[config.mk]
export PLATFORM = sky130hd
export DESIGN_NAME = dcm_freq_pipe
export DESIGN_NICKNAME = d
export VERILOG_FILES = /design/src/hw/rtl/dcm_pkg.sv /design/src/hw/rtl/dcm_freq_pipe.sv
export SDC_FILE = /design/constraint.sdc
export NUM_CORES = 2
export LEC_CHECK = 0
export BUFFER_PORTS_ARGS = -buffer_cell sky130_fd_sc_hd__buf_2
export CORE_UTILIZATION = 48
export DETAILED_ROUTE_END_ITERATION = 8
export PLACE_DENSITY_LB_ADDON = 0.15
export SLEW_MARGIN = 0
export SYNTH_ARGS = -nofsm -noshare
export SYNTH_HDL_FRONTEND = slang
export SYNTH_SLANG_ARGS = --single-unit
[constraint.sdc]
create_clock -name clk_i -period 10.7 [get_ports clk_i]
set_input_delay 1.07 -clock clk_i [delete_from_list [all_inputs] [get_ports clk_i]]
set_output_delay 1.07 -clock clk_i [all_outputs]
set_load 0.02 [all_outputs]
[src/hw/rtl/dcm_pkg.sv]
// Shared types, constants and helper functions of the DNA context model counter.
package dcm_pkg;

  localparam int MAX_ORDER  = 8;
  localparam int COUNT_BITS = 16;
  localparam int CTX_W      = 2 * MAX_ORDER;
  localparam int CTX_DEPTH  = 1 << CTX_W;

  localparam int ORDER_W   = 4;
  localparam int ALPHA_W   = 16;
  localparam int MAXC_W    = 16;
  localparam int CFG_W     = 16;
  localparam int CFG_IDX_W = 2;

  localparam int FREQ_W  = 32;
  localparam int TOTAL_W = 34;

  localparam int SYM_W        = 2;
  localparam int IN_TDATA_W   = ((SYM_W + 7) / 8) * 8;
  localparam int OUT_TDATA_W  = ((4 * FREQ_W + TOTAL_W + 7) / 8) * 8;

  localparam logic [ORDER_W-1:0] ORDER_RESET = ORDER_W'(8);
  localparam logic [ALPHA_W-1:0] ALPHA_RESET = ALPHA_W'(1);
  localparam logic [MAXC_W-1:0]  MAXC_RESET  = '0;

  typedef enum logic [CFG_IDX_W-1:0] {
    CFG_ORDER = 2'd0,
    CFG_ALPHA = 2'd1,
    CFG_MAXC  = 2'd2
  } cfg_idx_e;

  typedef logic [COUNT_BITS-1:0] count_t;
  typedef count_t [3:0] count_set_t;

  // Context mask for the given order, with the order clamped to 1..MAX_ORDER.
  function automatic logic [CTX_W-1:0] ctx_mask(input logic [ORDER_W-1:0] order);
    logic [ORDER_W-1:0] k;
    logic [CTX_W-1:0]   m;
    k = order;
    if (k == '0) begin
      k = ORDER_W'(1);
    end else if (k > ORDER_W'(MAX_ORDER)) begin
      k = ORDER_W'(MAX_ORDER);
    end
    m = '0;
    for (int i = 0; i < MAX_ORDER; i++) begin
      if (ORDER_W'(i) < k) begin
        m[2*i +: 2] = 2'b11;
      end
    end
    return m;
  endfunction

endpackage

[src/hw/rtl/dcm_freq_pipe.sv]
// Frequency pipeline: scales the four counts, sums them and holds the result item.
module dcm_freq_pipe (
  input  logic                                clk_i,
  input  logic                                rst_ni,
  input  logic                                in_valid_i,
  output logic                                in_ready_o,
  input  dcm_pkg::count_set_t                 counts_i,
  input  logic [dcm_pkg::ALPHA_W-1:0]         alpha_i,
  output logic                                m_axis_tvalid,
  input  logic                                m_axis_tready,
  // Fields from bit 0 up: freq_zero, freq_one, freq_two, freq_three, freq_total, zero fill.
  output logic [dcm_pkg::OUT_TDATA_W-1:0]     m_axis_tdata
);
  import dcm_pkg::*;

  logic                    va_q, vb_q;
  logic                    ready_a, ready_b;
  logic [FREQ_W-1:0]       prod_d [4];
  logic [FREQ_W-1:0]       prod_q [4];
  logic [FREQ_W-1:0]       freq_q [4];
  logic [TOTAL_W-1:0]      total_q;
  logic [TOTAL_W-1:0]      total_d;

  assign ready_b    = !vb_q || m_axis_tready;
  assign ready_a    = !va_q || ready_b;
  assign in_ready_o = ready_a;

  always_comb begin
    for (int i = 0; i < 4; i++) begin
      prod_d[i] = FREQ_W'(alpha_i) * FREQ_W'(counts_i[i]);
    end
  end

  // Each frequency carries a plus one, so the total carries four of them.
  assign total_d = TOTAL_W'(prod_q[0]) + TOTAL_W'(prod_q[1]) + TOTAL_W'(prod_q[2])
                 + TOTAL_W'(prod_q[3]) + TOTAL_W'(4);

  always_ff @(posedge clk_i or negedge rst_ni) begin
    if (!rst_ni) begin
      va_q <= 1'b0;
      vb_q <= 1'b0;
    end else begin
      if (ready_a) begin
        va_q <= in_valid_i;
      end
      if (ready_b) begin
        vb_q <= va_q;
      end
    end
  end

  always_ff @(posedge clk_i) begin
    if (in_valid_i && ready_a) begin
      prod_q <= prod_d;
    end
    if (va_q && ready_b) begin
      for (int i = 0; i < 4; i++) begin
        freq_q[i] <= prod_q[i] + FREQ_W'(1);
      end
      total_q <= total_d;
    end
  end

  assign m_axis_tvalid = vb_q;
  assign m_axis_tdata  = OUT_TDATA_W'({total_q, freq_q[3], freq_q[2], freq_q[1], freq_q[0]});

endmodule

== Yosys cells after proc, flatten, opt, wreduce, memory -nomap -nowiden ==
Memory sizes are Yosys's and may differ from the RTL's.
Cells that the tools add are included.
Storage, ports and cells
  bits in registers: 164
  bits in latches: 0
  memory bits (writable): 128
  bits in read-only memories: 0
  output and inout port bits: 170
  logic and storage cells: 28
  memories kept: 1
Memory list
  freq_q: depth 4, bits a word 32, read ports 4, clocked after Yosys merged registers in 0, wr ports 4, RTL line dcm_freq_pipe.sv:20  | logic [FREQ_W-1:0] freq_q [4];
Operators by class
  add/subtract/negate cells: 8
  multipliers: 4
  divide/modulo/power cells: 0
  order comparisons: 0
  equal/unequal tests: 0
  shift-type cells: 0
  multiplexer cells: 2
  bitwise gates (word level): 0
  reduce and logical (&&, ||, !) cells: 6
Operators by type and width (number)
  $add 32x1->32 const B: 4
  $mul 16x16->32: 4
  $add 33x32->34: 1
  $add 34x3->34 const B: 1
  $add 34x32->34: 1
  $add 32x32->33: 1
  $logic_and 1x1->1: 2
  $logic_not 1->1: 2
  $logic_or 1x1->1: 2
  $mux 1: 2

== Longest topological paths before layout ==
  word-level depth: 5
  gate-level depth with buffers: 25

== Worst setup path after synthesis ==
OpenSTA, ideal clock, no wires.
  path kind: input-to-reg
  from: input alpha_i[10] (netlist bit)
  to: register prod_q[63] (netlist bit), data pin
  data arrival time: 6.699 ns
  required time: 10.427 ns
  setup slack: 3.727 ns
  stages on the path: 22
  path buffers: 2
  path through: clkbuf_1 -> clkbuf_1 -> nand2_1 -> fa_1 -> fa_1 -> fa_1 -> fa_1 -> inv_1 -> fa_1 -> inv_1 -> fa_1 -> inv_1 -> ha_1 -> and3_1 -> a31oi_1 -> o21ai_0 -> o2111ai_1 -> a21oi_1 -> nor3_2 -> o21bai_2 -> a2111oi_0 -> a211oi_1
RTL lines
  from (decl): RTL line dcm_freq_pipe.sv:8  | input logic [dcm_pkg::ALPHA_W-1:0] alpha_i,
  to (signal assigned): RTL line dcm_freq_pipe.sv:54  | prod_q <= prod_d;
  to (decl): RTL line dcm_freq_pipe.sv:19  | logic [FREQ_W-1:0] prod_q [4];

==> results_dict.tcl <==
set metrics [dict create \
    fp.dieH_um 318 \
    clk_pin_slew_ns 0.06 \
    slowest_delay_ns 0.56 \
    cts_resized 0 \
    synth_cell_type_count 75 \
    rsz0062_at_grt "no" \
    syn_inst 4860 \
    multi_input_area_um2 35000 \
    relSlewSlack 0.366 \
    cts-root-buf "clkbuf_16" \
    grt_pass1_wl_mm 202 \
    synth_mux_area_frac 0.000626 \
    first_iter_violations 1911 \
    antenna_found_initial 11 \
    drc_errors 0 \
    worstMarginPinSlew_ns 0.951 \
    fmax_mhz 134 \
    critPathMaxFanout 36 \
    clock_skew_ns 0.0176 \
    cts_tree "yes" \
    wl_per_cell_um 20.0 \
    synth-main-ff-cell "edfxtp_1" \
    synth_edf_count 290 \
    seqCellArea_um2 8760 \
    synthSimpleGateAreaFrac 0.152 \
    synth_area_per_cell_um2 9.87 \
    synth-async-reset-ratio 0.00685 \
    synth-seq-cells 292 \
    final_max_slew_viol_count 0 \
    hold_path.class "primary input to async pin" \
    synth_area_um2 48000 \
    final_nets 6393 \
    h-tree-depth 2 \
    grt_use_total 0.256 \
    cp-start-kind "primary input" \
    critPathTopFamily "adder cells" \
    cp-end-kind "register" \
    drive_above_1_share 0.0721 \
    ant_nets 0 \
    fin_tns_setup_ns 0 \
    num_vias 33300 \
    synth_xor_area_frac 0.0469 \
    gp_congestion 0.947 \
    drt_wl_total_mm 126 \
    ys_warn_count 0 \
    post_cts_buffers 0 \
    num-fill-cells 9058 \
    slowest_stage "buf_2" \
    synth_compound_area_frac 0.0519 \
    io_pins 254 \
    synthAdderAreaFrac 0.477 \
    drv_cap 0 \
    cp.required_ns 10.98 \
    path_class "primary input to register" \
    worst_path_most_repeated_cell "fa_1" \
    seq_area_frac_synth 0.183 \
    fin_crit_ns 7.45 \
    setup_viol 0 \
    post-route-period-util 0.696 \
    clockBufferDepth 3 \
    gr-total-overflow 0 \
    status "finished clean" \
    crit_buf_inv 6 \
    grt_max_degree 75 \
    initial_core_util 0.486 \
    hold_viol 0 \
    die-area_um2 101000 \
    final_common_cell "inv_1" \
    arrival_ns 7.73 \
    path_cells "buf_2 > buf_4 > and2_1 > fa_1 > inv_1 > fa_1 > fa_1 > fa_1 > inv_1 > fa_1 > inv_1 > fa_1 > inv_1 > ha_1 > and3_1 > a31oi_1 > o21ai_0 > o2111ai_1 > a21oi_1 > nor3_2 > o21bai_2 > a2111oi_0 > a211oi_1" \
    cts_hold_buf 0 \
    dp_hpwl_mm 102 \
    die_width_um 318 \
    numCtsBuffers 34 \
    first_pass_iters 6 \
    synth_top_family_by_area "adder cells" \
    portBuffers 247 \
    cts.sinks 292 \
    clk_latency_ns 0.56 \
    final_cell_mix "936 x inv_1, 840 x fa_1, 672 x nand2_1, 489 x and2_1, 484 x ha_1" \
    synthToLayoutAreaGrowth_pct 7.37 \
    avgViaCountPerCell 5.29 \
    core_um2 98700 \
    grt_pass1_vias 35600 \
    fp-row-count 115 \
]
[sequential cells by signal, indices dropped and copies added (netlist names)]
| signal | cells |
|---|---|
| prod_q | 128 |
| va_q | 1 |
| freq_q | 128 |
| m_axis_tvalid | 1 |
| total_q | 34 |
[synthesized netlist by cell type (6+ instances only)]
cell      count  area share
fa_1        840        0.35
a41oi_1       6      0.0011
a21oi_1     113       0.012
or2_2         7     0.00091
edfxtp_1    290        0.18
nand3_1      59      0.0062
ha_1        484        0.13
nor3_1       30      0.0031
a31oi_1      12      0.0016
a211oi_1      8      0.0013
clkbuf_1    184       0.014
a21o_1       73       0.011
o21ai_0      49      0.0051
xor2_1       77       0.014
buf_4         6     0.00094
and2_1      491       0.064
and3_1       36      0.0047
o31ai_1       7      0.0011
xnor2_1     180       0.033
nor2b_1      18      0.0023
o21bai_1     19      0.0030
nand2b_1     18      0.0023
o21a_1       12      0.0019
o21ai_1      10      0.0010
nor2_1       95      0.0074
and4_1        9      0.0016
nand4_1      28      0.0037
nand2_1     672       0.053
or3_1         8      0.0010
inv_1       936       0.073
[worst register-to-register path: stages (launching register included)]
cell	delay, ns
edfxtp_1	0.47
fa_1	0.54
fa_1	0.42
fa_1	0.52
ha_1	0.22
inv_1	0.08
fa_1	0.46
nor2b_1	0.19
o211ai_2	0.11
a32oi_1	0.44
a311oi_1	0.28
a21o_1	0.26
and3_1	0.18
nor3_1	0.26
or4_1	0.16
nand3_1	0.09
[per-layer routing]
layer	share of wire	global-route usage
met3	0.065	0.0400
met4	0.022	0.0564
met5	0.00036	0
met1	0.45	0.354
met2	0.46	0.425
[logic make-up (layout without fill, tap and decap cells)]
kind of cell	after synthesis	in the layout
adders and majority gates	1324	1324
AOI/OAI and AO/OA	372	372
DFF	292	292
other	1	8
and+or+nand+nor	1484	1484
buffers and inverters	1127	1272
muxes	3	3
xor gates and xnor gates	257	257
[final timing paths]
check	start	to	slack, ns	cells after the start
max reg2reg	prod_q[33]	total_q[30]	5.74	15
max	alpha_i[6]	prod_q[63]	3.25	23
min	rst_ni	va_q	0.30	1
max in group asynchronous	rst_ni	m_axis_tvalid	10.31	1
min in group clk_i	va_q	m_axis_tvalid	0.49	1
min reg2reg	va_q	m_axis_tvalid	0.49	1
[area by class of cell]
type,instances,area share
flip-flops and latches,292,0.170
repair buffers,275,0.0286
clock inverters,24,0.00539
diodes,2,0.0000972
well taps,1287,0.0313
multi-input cells,3446,0.679
clock buffers,37,0.0172
inverters,936,0.0682
[metrics by stage]
| stage | hold slack (ns) | instance area (um2) | setup slack, ns | instances | util |
|---|---|---|---|---|---|
| finish | 0.298 | 51500 | 3.25 | 6299 | 0.522 |
| floorplan | 0.449 | 48000 | 3.73 | 4865 | - |
| detailed placement | 0.481 | 50300 | 2.70 | 6236 | 0.510 |
| CTS | 0.262 | 51500 | 3.29 | 6297 | 0.522 |
| global route | 0.285 | 51500 | 2.72 | 6297 | 0.522 |
| global placement | 0.471 | 50300 | 2.76 | 6236 | 0.510 |
Power is not shown: default switching activity piles up to over one toggle a cycle in this logic, so the estimate is an artifact.
